--- config.mk ---
export PLATFORM = sky130hd
export DESIGN_NAME = differential_drive_pid
export DESIGN_NICKNAME = d
export VERILOG_FILES = /design/src/rtl/ddpid_pkg.sv /design/src/rtl/differential_drive_pid.sv
export SDC_FILE = /design/constraint.sdc
export NUM_CORES = 2
export LEC_CHECK = 0
export BUFFER_PORTS_ARGS = -buffer_cell sky130_fd_sc_hd__buf_2
export CORE_MARGIN = 1
export CORE_UTILIZATION = 65
export DETAILED_ROUTE_END_ITERATION = 12
export GPL_TIMING_DRIVEN = 0
export HOLD_SLACK_MARGIN = 0.12
export PLACE_DENSITY = 0.82
export SYNTH_ARGS = -nofsm -noshare
export SYNTH_HDL_FRONTEND = slang
export SYNTH_SLANG_ARGS = --single-unit
--- constraint.sdc ---
create_clock -name clk -period 6.5 [get_ports clk]
set_input_delay 0.325 -clock clk [delete_from_list [all_inputs] [get_ports clk]]
set_output_delay 0.325 -clock clk [all_outputs]
set_load 0.1 [all_outputs]
--- src/rtl/ddpid_pkg.sv ---
// Shared types and constants for the differential drive PID block.
package ddpid_pkg;

  typedef enum logic [2:0] {
    ST_IDLE,
    ST_DIV,
    ST_MULI,
    ST_DELTA,
    ST_DONE
  } state_t;

  // configuration register indexes
  localparam logic [2:0] REG_PROP_GAIN       = 3'd0;
  localparam logic [2:0] REG_INTEG_GAIN      = 3'd1;
  localparam logic [2:0] REG_DERIV_GAIN      = 3'd2;
  localparam logic [2:0] REG_TURN_SLOW       = 3'd3;
  localparam logic [2:0] REG_BASE_SPEED      = 3'd4;
  localparam logic [2:0] REG_OVERSPEED_LIMIT = 3'd5;

  localparam int GAIN_W     = 12;
  localparam int ERR_W      = 12;
  localparam int ENC_W      = 16;
  localparam int DUTY_W     = 16;
  localparam int LIMIT_W    = 15;
  localparam int INTEG_W    = 32;
  localparam int CFG_W      = 16;

  // |9*old + 10*err| stays below 2^35
  localparam int DIV_STEPS  = 35;
  localparam logic [4:0] DIVISOR = 5'd10;

  localparam logic [DUTY_W-1:0] DUTY_MAX       = 16'd45000;
  localparam logic [DUTY_W-1:0] DUTY_OVERSPEED = 16'd5000;
  localparam logic [LIMIT_W-1:0] LIMIT_RESET   = 15'd32767;

endpackage

--- src/rtl/differential_drive_pid.sv ---
// Differential drive steering PID with leaky integral, bit-serial datapath.
// A new input beat is accepted only in idle, after the previous result is loaded to the output.
// Each item runs the 35-step restoring divide by 10 of the integral update
// followed by the 12-step serial integral-gain multiply.
// The proportional, derivative and slowdown products run during the divide.
// Reset (rst, synchronous): gains, base speed and integral cleared, overspeed limit 32767.
module differential_drive_pid (
  input  logic        clk,
  input  logic        rst,
  input  logic        s_tvalid,
  output logic        s_tready,
  input  logic [31:0] s_tdata,   // [11:0] steer_error, [27:12] encoder_count, [31:28] zero
  output logic        m_tvalid,
  input  logic        m_tready,
  output logic [31:0] m_tdata,   // [15:0] left_duty, [31:16] right_duty
  output logic        m_tuser,   // [0] overspeed
  input  logic        cfg_we,
  input  logic [2:0]  cfg_addr,
  input  logic [15:0] cfg_data
);

  localparam int GW = ddpid_pkg::GAIN_W;

  // configuration
  logic [GW-1:0]                    prop_gain, integ_gain, deriv_gain, turn_slow;
  logic [ddpid_pkg::DUTY_W-1:0]     base_speed;
  logic [ddpid_pkg::LIMIT_W-1:0]    overspeed_limit;

  // state
  logic signed [31:0] error_integral;
  logic signed [11:0] previous_error;

  ddpid_pkg::state_t state, state_next;
  logic [5:0]  cnt;

  // per-item working registers
  logic signed [11:0] err;
  logic signed [12:0] err_diff;
  logic [11:0]        err_mag;
  logic               over;
  logic               neg;
  logic [34:0]        dq;
  logic [3:0]         rem;
  logic [GW-1:0]      g_p, g_d, g_s, g_i;
  logic signed [25:0] acc_pd;
  logic [23:0]        acc_s;
  logic signed [43:0] acc_i;
  logic signed [43:0] delta;
  logic signed [24:0] bms;

  logic accept, load_out, out_free;

  // input fields
  logic signed [11:0] in_err;
  logic signed [15:0] in_enc;
  assign in_err = s_tdata[11:0];
  assign in_enc = s_tdata[27:12];

  // 9*old + 10*err
  logic signed [35:0] old_ext, err_ext, s_sum, s_neg;
  assign old_ext = {{4{error_integral[31]}}, error_integral};
  assign err_ext = {{24{in_err[11]}}, in_err};
  assign s_sum   = (old_ext <<< 3) + old_ext + (err_ext <<< 3) + (err_ext <<< 1);
  assign s_neg   = -s_sum;

  logic signed [16:0] over_sum;
  assign over_sum = {in_enc[15], in_enc} + {2'b00, overspeed_limit};

  logic signed [12:0] in_diff, in_err13;
  assign in_err13 = {in_err[11], in_err};
  assign in_diff  = in_err13 - {previous_error[11], previous_error};

  logic [12:0] in_neg13;
  assign in_neg13 = -in_err13;

  // restoring divide by ten, one quotient bit per cycle
  logic [4:0]  div_t;
  logic        q_bit;
  logic [4:0]  div_r;
  logic [34:0] dq_next;
  assign div_t   = {rem, dq[34]};
  assign q_bit   = div_t >= ddpid_pkg::DIVISOR;
  assign div_r   = q_bit ? div_t - ddpid_pkg::DIVISOR : div_t;
  assign dq_next = {dq[33:0], q_bit};

  // the leak keeps |integral| under 0.9*2^31 + 2048, so the 32-bit
  // saturation never engages and the quotient fits in 31 bits
  logic signed [31:0] q_pos, integ_val;
  assign q_pos     = {1'b0, dq_next[30:0]};
  assign integ_val = neg ? -q_pos : q_pos;

  // MSB-first shift-add multiply steps
  logic signed [25:0] acc_pd_next;
  logic [23:0]        acc_s_next;
  logic signed [43:0] acc_i_next;
  assign acc_pd_next = (acc_pd <<< 1)
                     + (g_p[GW-1] ? {{14{err[11]}}, err} : 26'sd0)
                     + (g_d[GW-1] ? {{13{err_diff[12]}}, err_diff} : 26'sd0);
  assign acc_s_next  = (acc_s << 1) + (g_s[GW-1] ? {12'b0, err_mag} : 24'd0);
  assign acc_i_next  = (acc_i <<< 1)
                     + (g_i[GW-1] ? {{12{error_integral[31]}}, error_integral} : 44'sd0);

  // delta = trunc(sum / 2)
  logic signed [44:0] pid_sum, pid_rnd;
  assign pid_sum = {acc_i[43], acc_i} + {{19{acc_pd[25]}}, acc_pd};
  assign pid_rnd = pid_sum + {44'b0, pid_sum[44]};

  logic signed [45:0] left_raw, right_raw, bms_ext, delta_ext;
  assign bms_ext   = {{21{bms[24]}}, bms};
  assign delta_ext = {{2{delta[43]}}, delta};
  assign left_raw  = bms_ext - delta_ext;
  assign right_raw = bms_ext + delta_ext;

  function automatic logic [15:0] clamp_duty(input logic signed [45:0] d);
    logic signed [45:0] hi;
    hi = $signed({30'b0, ddpid_pkg::DUTY_MAX});
    if (d < 46'sd0) return 16'd0;
    else if (d > hi) return ddpid_pkg::DUTY_MAX;
    else return d[15:0];
  endfunction

  assign out_free = !m_tvalid || m_tready;

  // state register
  always_ff @(posedge clk) begin
    if (rst) state <= ddpid_pkg::ST_IDLE;
    else     state <= state_next;
  end

  always_comb begin
    state_next = state;
    s_tready   = 1'b0;
    load_out   = 1'b0;
    unique case (state)
      ddpid_pkg::ST_IDLE: begin
        s_tready = 1'b1;
        if (s_tvalid) state_next = ddpid_pkg::ST_DIV;
      end
      ddpid_pkg::ST_DIV: begin
        if (cnt == 6'(ddpid_pkg::DIV_STEPS - 1)) state_next = ddpid_pkg::ST_MULI;
      end
      ddpid_pkg::ST_MULI: begin
        if (cnt == 6'(GW - 1)) state_next = ddpid_pkg::ST_DELTA;
      end
      ddpid_pkg::ST_DELTA: begin
        state_next = ddpid_pkg::ST_DONE;
      end
      ddpid_pkg::ST_DONE: begin
        if (out_free) begin
          load_out   = 1'b1;
          state_next = ddpid_pkg::ST_IDLE;
        end
      end
      default: state_next = ddpid_pkg::ST_IDLE;
    endcase
  end

  assign accept = s_tvalid && s_tready;

  // configuration writes
  always_ff @(posedge clk) begin
    if (rst) begin
      prop_gain       <= '0;
      integ_gain      <= '0;
      deriv_gain      <= '0;
      turn_slow       <= '0;
      base_speed      <= '0;
      overspeed_limit <= ddpid_pkg::LIMIT_RESET;
    end else if (cfg_we) begin
      unique case (cfg_addr)
        ddpid_pkg::REG_PROP_GAIN:       prop_gain       <= cfg_data[GW-1:0];
        ddpid_pkg::REG_INTEG_GAIN:      integ_gain      <= cfg_data[GW-1:0];
        ddpid_pkg::REG_DERIV_GAIN:      deriv_gain      <= cfg_data[GW-1:0];
        ddpid_pkg::REG_TURN_SLOW:       turn_slow       <= cfg_data[GW-1:0];
        ddpid_pkg::REG_BASE_SPEED:      base_speed      <= cfg_data;
        ddpid_pkg::REG_OVERSPEED_LIMIT: overspeed_limit <= cfg_data[ddpid_pkg::LIMIT_W-1:0];
        default: ;
      endcase
    end
  end

  // control state: counter, loop state, output valid
  always_ff @(posedge clk) begin
    if (rst) begin
      cnt            <= '0;
      error_integral <= '0;
      previous_error <= '0;
      m_tvalid       <= 1'b0;
    end else begin
      if (state_next != state) cnt <= '0;
      else                     cnt <= cnt + 6'd1;
      if (accept) previous_error <= in_err;
      if (state == ddpid_pkg::ST_DIV && state_next == ddpid_pkg::ST_MULI)
        error_integral <= integ_val;
      if (load_out)           m_tvalid <= 1'b1;
      else if (m_tready)      m_tvalid <= 1'b0;
    end
  end

  // datapath
  always_ff @(posedge clk) begin
    if (accept) begin
      err      <= in_err;
      err_diff <= in_diff;
      err_mag  <= in_err[11] ? in_neg13[11:0] : in_err13[11:0];
      over     <= over_sum[16];
      neg      <= s_sum[35];
      dq       <= s_sum[35] ? s_neg[34:0] : s_sum[34:0];
      rem      <= '0;
      g_p      <= prop_gain;
      g_d      <= deriv_gain;
      g_s      <= turn_slow;
      g_i      <= integ_gain;
      acc_pd   <= '0;
      acc_s    <= '0;
      acc_i    <= '0;
    end
    if (state == ddpid_pkg::ST_DIV) begin
      dq  <= dq_next;
      rem <= div_r[3:0];
      if (cnt < 6'(GW)) begin
        acc_pd <= acc_pd_next;
        acc_s  <= acc_s_next;
        g_p    <= g_p << 1;
        g_d    <= g_d << 1;
        g_s    <= g_s << 1;
      end
    end
    if (state == ddpid_pkg::ST_MULI) begin
      acc_i <= acc_i_next;
      g_i   <= g_i << 1;
    end
    if (state == ddpid_pkg::ST_DELTA) begin
      delta <= pid_rnd[44:1];
      bms   <= {9'b0, base_speed} - {1'b0, acc_s};
    end
    if (load_out) begin
      if (over) begin
        m_tdata <= {ddpid_pkg::DUTY_OVERSPEED, ddpid_pkg::DUTY_OVERSPEED};
      end else begin
        m_tdata <= {clamp_duty(right_raw), clamp_duty(left_raw)};
      end
      m_tuser <= over;
    end
  end

endmodule
Word-level counts from Yosys, hierarchy flattened
Cells that the tools add are included. W data, S select, Z words.

Register bits after elaboration: 455. Output and inout port bits: 35.

Order comparisons: 6. Equal/unequal tests: 13. Mux-type cells: 45. Add/subtract/negate cells: 19. Reductions and logical operators: 20.

Operator list (number): $mux W12 (12); $mux W44 (3); $mux W26 (5); $mux W35 (3); $gt A45 B17 Y1 const B (2); $lt A45 B1 Y1 const B (2); $mux W24 (3); $add A26 B26 Y26 (2); $add A25 B44 Y45 (1); $add A44 B26 Y45 (1); $add A45 B1 Y45 (1); $sub A25 B44 Y45 (1); $add A44 B44 Y44 (1); $add A35 B32 Y36 (1); $add A36 B13 Y36 (1); $add A36 B15 Y36 (1); $neg A35 Y35 (1); $mux W16 (2); $mux W32 (1); $neg A31 Y32 (1); $mux W13 (2); $sub A16 B24 Y25 (1); $add A24 B12 Y24 (1); $add A16 B16 Y17 (1); other kinds (25) (53).

Logic depth before layout (Yosys ltp)
Depth in word-level cells: 7. Gate-level depth with buffers: 21. Gate-level depth less buffers: 19.

Worst setup path before layout
Ideal clock, no wire load.

Path type: in2reg. Start: input s_tdata[11]. End: register dq[34], data pin. Buffers on the path: 1. Library setup time: 270 ps. Data arrival time: 5051 ps. Stages: 18. Slack: 1178 ps. Required time: 6230 ps. Cells stage by stage: inv_1 > fa_1 > fa_1 > inv_1 > ha_1 > clkbuf_1 > and2_1 > nand4_1 > or3_1 > a21oi_2 > o2111ai_1 > and4b_1 > nor3_1 > nand2b_1 > or3_1 > o41ai_1 > xor2_1 > a21oi_1.

Word-level cells in the longest chain between the ends: 6.

Ends and longest elaborated chain: start: declaration (RTL line differential_drive_pid.sv:12) `input logic [31:0] s_tdata,`; $add A36 B15 Y36 (RTL line differential_drive_pid.sv:63) `assign s_sum = (old_ext <<< 3) + old_ext + (err_ext <<< 3) + (err_ext <<< 1);`; $add A36 B13 Y36 * (RTL line differential_drive_pid.sv:63); $neg A35 Y35 (RTL line differential_drive_pid.sv:64) `assign s_neg = -s_sum;`; $mux W35 * (RTL line differential_drive_pid.sv:208) `dq <= s_sum[35] ? s_neg[34:0] : s_sum[34:0];`; $mux W35 * (RTL line differential_drive_pid.sv:202) `if (accept) begin`; $mux W35 * (RTL line differential_drive_pid.sv:218) `if (state == ddpid_pkg::ST_DIV) begin`; end signal: assignment (RTL line differential_drive_pid.sv:208); end signal: assignment (RTL line differential_drive_pid.sv:219) `dq <= dq_next;`; end: declaration (RTL line differential_drive_pid.sv:42) `logic [34:0] dq;`.

Mark *: on every way between the ends. The rest lies on a longest branch, timed or not. The select of a mux whose other input is x is not followed. A chain may end at the register's enable or synchronous reset.

Final worst setup path
Start: input s_tdata[5]. End: register dq[20], data pin.

RTL lines: $add A36 B15 Y36 (RTL line differential_drive_pid.sv:63); $add A36 B13 Y36 * (RTL line differential_drive_pid.sv:63); named net s_sum[35] (RTL line differential_drive_pid.sv:60) `logic signed [35:0] old_ext, err_ext, s_sum, s_neg;`; $mux W35 * (RTL line differential_drive_pid.sv:208); $mux W35 * (RTL line differential_drive_pid.sv:202); $mux W35 * (RTL line differential_drive_pid.sv:218).

The timed path passes the listed nets; every way through them passes the cells marked *. The select of a mux whose other input is x is not followed.

==> flow_results.org <==
** Min path
- The worst hold path belongs to the class in -> reg.

** Clock network
- The number of clock buffers added by TritonCTS is 48.
- For this design, the sink count on the clock tree is 454.
- Root cell of the clock tree :: sky130_fd_sc_hd__clkbuf_16
- The longest clock path from root to sink contains 3 buffers.
- The H-tree generated during clock tree synthesis spans 2 levels.
- TritonCTS built the clock tree.
- Clock-pin slew was measured on the worst setup and hold paths at 0.07 ns.
- Clock latency on the worst-skew pair :: 0.62 ns

** Yosys
- The synthesized design contains 234 enable-type register cells.
- For this run, the leading register cell type out of synthesis is sky130_fd_sc_hd__edfxtp_1.
- Count of unique library cells instantiated by Yosys :: 100
- Netlist area before placement :: 36800 um^2
- Most area-consuming cells after synthesis :: sky130_fd_sc_hd__edfxtp_1, sky130_fd_sc_hd__dfxtp_1, sky130_fd_sc_hd__ha_1, sky130_fd_sc_hd__nand2_1, sky130_fd_sc_hd__a21oi_1
- Share of synthesized area occupied by flip-flops and latches :: 31.0%
- For this run, the number of Yosys warnings is 0.
- Syn Nets :: 4852
- Dominant cell type by area after synthesis :: sky130_fd_sc_hd__edfxtp_1
- Of all flip-flops after synthesis, the portion carrying an async set or reset was 0%.
- Number of storage elements in the synthesis netlist :: 454
- Dividing the synthesized area by the synthesized cell count gives 8.36 um^2.
- Count of mapped cells out of synthesis :: 4406
- Of the post-synthesis cell area, the dominant cell type holds 19.1%.

** Floorplan
- The die is 240 um wide.
- The floorplan step set the die height to 240 um.
- The floorplan step defined a core boundary enclosing 55500 um^2.
- The die covers 57600 um^2.
- Initial Util :: 66.3%
- Total number of placement rows :: 86
- I/O Pins :: 91

** Finish
- Number of fill cells :: 4318
- The repair_antennas step left the layout with diodes totalling 0.
- Of the cells placed in the final design, the portion with a size suffix greater than 1 is 5.88%.
- For this run, the share of the core covered by cells in the final layout is 72.8%.
- The finished layout holds 5370 standard cells, fillers aside.
- Synthesis-to-layout area growth :: 9.73%
- Post-layout nets :: 5028
- Post-route standard cell area excluding fillers :: 40400 um^2

** Detailed routing
- After detailed routing, the number of remaining DRC violations is 0.
- Overall via count from detail_route :: 32900
- The detailed router finished its first iteration with 2637 violations.
- Before antenna repair, the detailed router went through 5 iterations.
- Routed WL per cell :: 18.2 um
- Wires add up to 97900 um.
- Antenna Violating Nets Remaining :: 0
- Detail-routed via count per cell :: 6.14

** STA
- Setup Skew :: 0.0420 ns
- Transition at the pin with the smallest max-transition slack :: 1.44 ns
- Setup TNS :: 0 ns
- Final Cycle Share :: 94.2%
- Setup violations remaining at the end of the flow were counted as 0.
- The smallest clock period supported by the final layout is computed as 6.13 ns.
- Setup repair after global routing left no endpoint under its margin.
- In this run the tightest slew margin relative to its limit is 2.87%.
- Based on the critical path, the design can be clocked at up to 163 MHz.
- The number of hold-slack violations in the final timing report is 0.
- The number of max-slew violations in the final report was 0.

** Global routing
- Congestion Overflow GR :: 0
- GRT Resource Usage Total :: 33.9%
- Initial antenna violation count :: 0
- Via count of the first global-routing pass :: 31300
- The first global-routing pass estimated 157000 um of wire.
- Entering global routing, the biggest net connects 55 pins.

** Placed design
- Once placement finished, the instance area stood at 38300 um^2.
- Post-DP HPWL :: 76800 um
- Post-Place Cells :: 5243
- At the end of routability-driven placement, the weighted congestion stood at 0.984.
- The count of buffers added on input and output ports is 85.

** Setup path
- STA classifies the critical path startpoint as a primary input.
- Critical path start-end classification :: in -> reg
- Arrival @ worst endpoint :: 6.47 ns
- Data on the critical path is required at its endpoint by 6.84 ns.
- Along the worst path, the maximum fanout reaches 10.
- The worst setup path is captured at a register.

** Power and ir drop
- For this design the ratio of total power to cell area is 253 nW/um^2.
- In this run the static leakage power is 0.0167 uW.
- Worst vdd rail ir drop :: 0.000277 V

** Flow run
- Number of violations of the max-capacitance limit :: 0

** Run status
- The flow ran to the end, and the final reports show no timing, DRC or antenna violations.
-- where the power goes --
group,total (uW),internal [uW],switching [uW]
clock,2930,1690,1240
sequential,3620,3390,237
combinational,3650,1460,2190
total,10200,6540,3670
-- cells by family (layout without fill, tap and decap cells) --
| family | count (synthesis) | after routing | synth area share [%] |
|---|---|---|---|
| XOR/XNOR | 316 | 316 | 7.52 |
| multiplexers | 24 | 24 | 0.680 |
| flip-flops | 454 | 454 | 31.0 |
| AO/OA/AOI/OAI | 1203 | 1203 | 21.0 |
| buffers and inverters | 470 | 686 | 4.90 |
| adder cells (fa/ha/maj) | 390 | 390 | 14.8 |
| AND/OR/NAND/NOR | 1549 | 1549 | 20.1 |
-- cell type report --
class                      count  area [um^2]  area share [%]
buffer                       182          724            1.79
clock buffer                  59         1330            3.30
multi-input combinational   3482        23600            58.4
inverter                     288         1080            2.68
timing repair buffer         126          893            2.21
clock inverter                31          398           0.985
sequential                   454        11400            28.3
tap                          748          936            2.32
-- metrics by stage --
stage               power (uW)  setup slack [ns]  hold WS [ns]
floorplan                 6400              1.18         0.424
global placement          7120            -0.364         0.435
detailed placement        7240            -0.463         0.444
CTS                      10200             0.167         0.187
global route             10800            0.0523         0.218
finish                   10200             0.374         0.212
-- sequential cells by signal (all words and copies together), names as in the netlist, 11 cells and up --
register / cells
bms: 25
m_tdata: 32
g_i: 12
err_diff: 13
overspeed_limit: 15
g_s: 12
integ_gain: 12
acc_i: 44
acc_pd: 26
dq: 35
acc_s: 24
err_mag: 11
turn_slow: 12
g_p: 12
base_speed: 16
prop_gain: 12
g_d: 12
delta: 44
deriv_gain: 12
error_integral: 32
previous_error: 12
err: 12
-- path summary, 6_finish.rpt --
kind | from | to | slack, ns | cells past startpoint
hold / removal | cfg_addr[2] | overspeed_limit[1]$_SDFFE_PP1P_ | 0.21 | 4
setup / recovery | s_tdata[5] | dq[20]$_DFFE_PP_ | 0.37 | 23
hold reg to reg | acc_s[12]$_DFF_P_ | acc_s[12]$_DFF_P_ | 0.45 | 2
setup reg to reg | acc_i[0]$_SDFFCE_PN0P_ | delta[43]$_DFFE_PN_ | 0.48 | 17
-- synth_stat cells, types with 16 or more instances --
library cell	number
sky130_fd_sc_hd__nor2_1	373
sky130_fd_sc_hd__or4_1	16
sky130_fd_sc_hd__or3_1	37
sky130_fd_sc_hd__inv_1	283
sky130_fd_sc_hd__fa_1	74
sky130_fd_sc_hd__edfxtp_1	234
sky130_fd_sc_hd__a21oi_1	361
sky130_fd_sc_hd__and2_1	104
sky130_fd_sc_hd__nor2b_1	51
sky130_fd_sc_hd__a211o_1	17
sky130_fd_sc_hd__a211oi_1	74
sky130_fd_sc_hd__ha_1	316
sky130_fd_sc_hd__a22o_1	18
sky130_fd_sc_hd__a21boi_0	20
sky130_fd_sc_hd__nand2b_1	41
sky130_fd_sc_hd__and3_1	36
sky130_fd_sc_hd__o21ai_0	245
sky130_fd_sc_hd__nand3_1	84
sky130_fd_sc_hd__nand4_1	42
sky130_fd_sc_hd__nor4_1	36
sky130_fd_sc_hd__o21bai_1	34
sky130_fd_sc_hd__xnor2_1	189
sky130_fd_sc_hd__o21a_1	33
sky130_fd_sc_hd__nand3b_1	23
sky130_fd_sc_hd__nand2_1	554
sky130_fd_sc_hd__a21o_1	109
sky130_fd_sc_hd__dfxtp_1	220
sky130_fd_sc_hd__clkbuf_1	154
sky130_fd_sc_hd__or2_2	18
sky130_fd_sc_hd__o31ai_1	44
sky130_fd_sc_hd__nor3_1	79
sky130_fd_sc_hd__xor2_1	127
sky130_fd_sc_hd__buf_2	18
sky130_fd_sc_hd__a31oi_1	75
sky130_fd_sc_hd__o211ai_1	31
sky130_fd_sc_hd__mux2i_1	16
-- cell usage in the layout (no fill, tap or decap), drive strengths merged, types with 18 or more instances in the layout --
cell | synthesis | layout
a211oi | 76 | 76
a21boi | 20 | 20
a21o | 109 | 109
a21oi | 363 | 363
a22o | 18 | 18
a31oi | 75 | 75
and2 | 105 | 105
and3 | 36 | 36
buf | 26 | 119
clkbuf | 156 | 215
clkinv | 3 | 19
dfxtp | 220 | 220
dlygate4sd3 | 0 | 33
edfxtp | 234 | 234
fa | 74 | 74
ha | 316 | 316
inv | 285 | 289
nand2 | 555 | 555
nand2b | 41 | 41
nand3 | 84 | 84
nand3b | 23 | 23
nand4 | 42 | 42
nor2 | 373 | 373
nor2b | 51 | 51
nor3 | 82 | 82
nor4 | 40 | 40
o211ai | 31 | 31
o21a | 33 | 33
o21ai | 249 | 249
o21bai | 34 | 34
o31ai | 47 | 47
or2 | 19 | 19
or3 | 37 | 37
xnor2 | 189 | 189
xor2 | 127 | 127
-- critical path, stage by stage --
cell and delay, ns:
sky130_fd_sc_hd__dlygate4sd3_1 0.56, sky130_fd_sc_hd__buf_2 0.21, sky130_fd_sc_hd__inv_1 0.16, sky130_fd_sc_hd__fa_1 0.56, sky130_fd_sc_hd__inv_1 0.06, sky130_fd_sc_hd__fa_1 0.52
sky130_fd_sc_hd__ha_1 0.15, sky130_fd_sc_hd__clkbuf_1 0.26, sky130_fd_sc_hd__o211a_1 0.27, sky130_fd_sc_hd__o21ai_0 0.14, sky130_fd_sc_hd__or3_1 0.47, sky130_fd_sc_hd__a21oi_2 0.30
sky130_fd_sc_hd__o2111ai_1 0.22, sky130_fd_sc_hd__a31oi_1 0.26, sky130_fd_sc_hd__o21a_1 0.15, sky130_fd_sc_hd__nor2_1 0.05, sky130_fd_sc_hd__xnor2_1 0.73, sky130_fd_sc_hd__inv_1 0.13
sky130_fd_sc_hd__clkbuf_1 0.27, sky130_fd_sc_hd__buf_2 0.29, sky130_fd_sc_hd__o41ai_1 0.11, sky130_fd_sc_hd__xnor2_1 0.17, sky130_fd_sc_hd__o21ai_0 0.10
-- routing by layer --
| layer | wire length (um) | share of wire [%] | GRT usage (%) |
|---|---|---|---|
| met5 | 0 | 0 | 0 |
| met4 | 5320 | 5.4 | 17.1 |
| met3 | 6870 | 7.0 | 4.40 |
| met2 | 45700 | 47 | 56.9 |
| met1 | 40000 | 41 | 42.9 |
-- what timing repair did --
| item | CTS | global route |
|---|---|---|
| resized for setup | 0 | 1 |
| hold buffers | 33 | 0 |
| setup endpoints to repair | 0 | 14 |
| buffers inserted | 0 | 3 |
| hold endpoints to repair | 104 | 0 |
(Power assumes the default switching activity.)
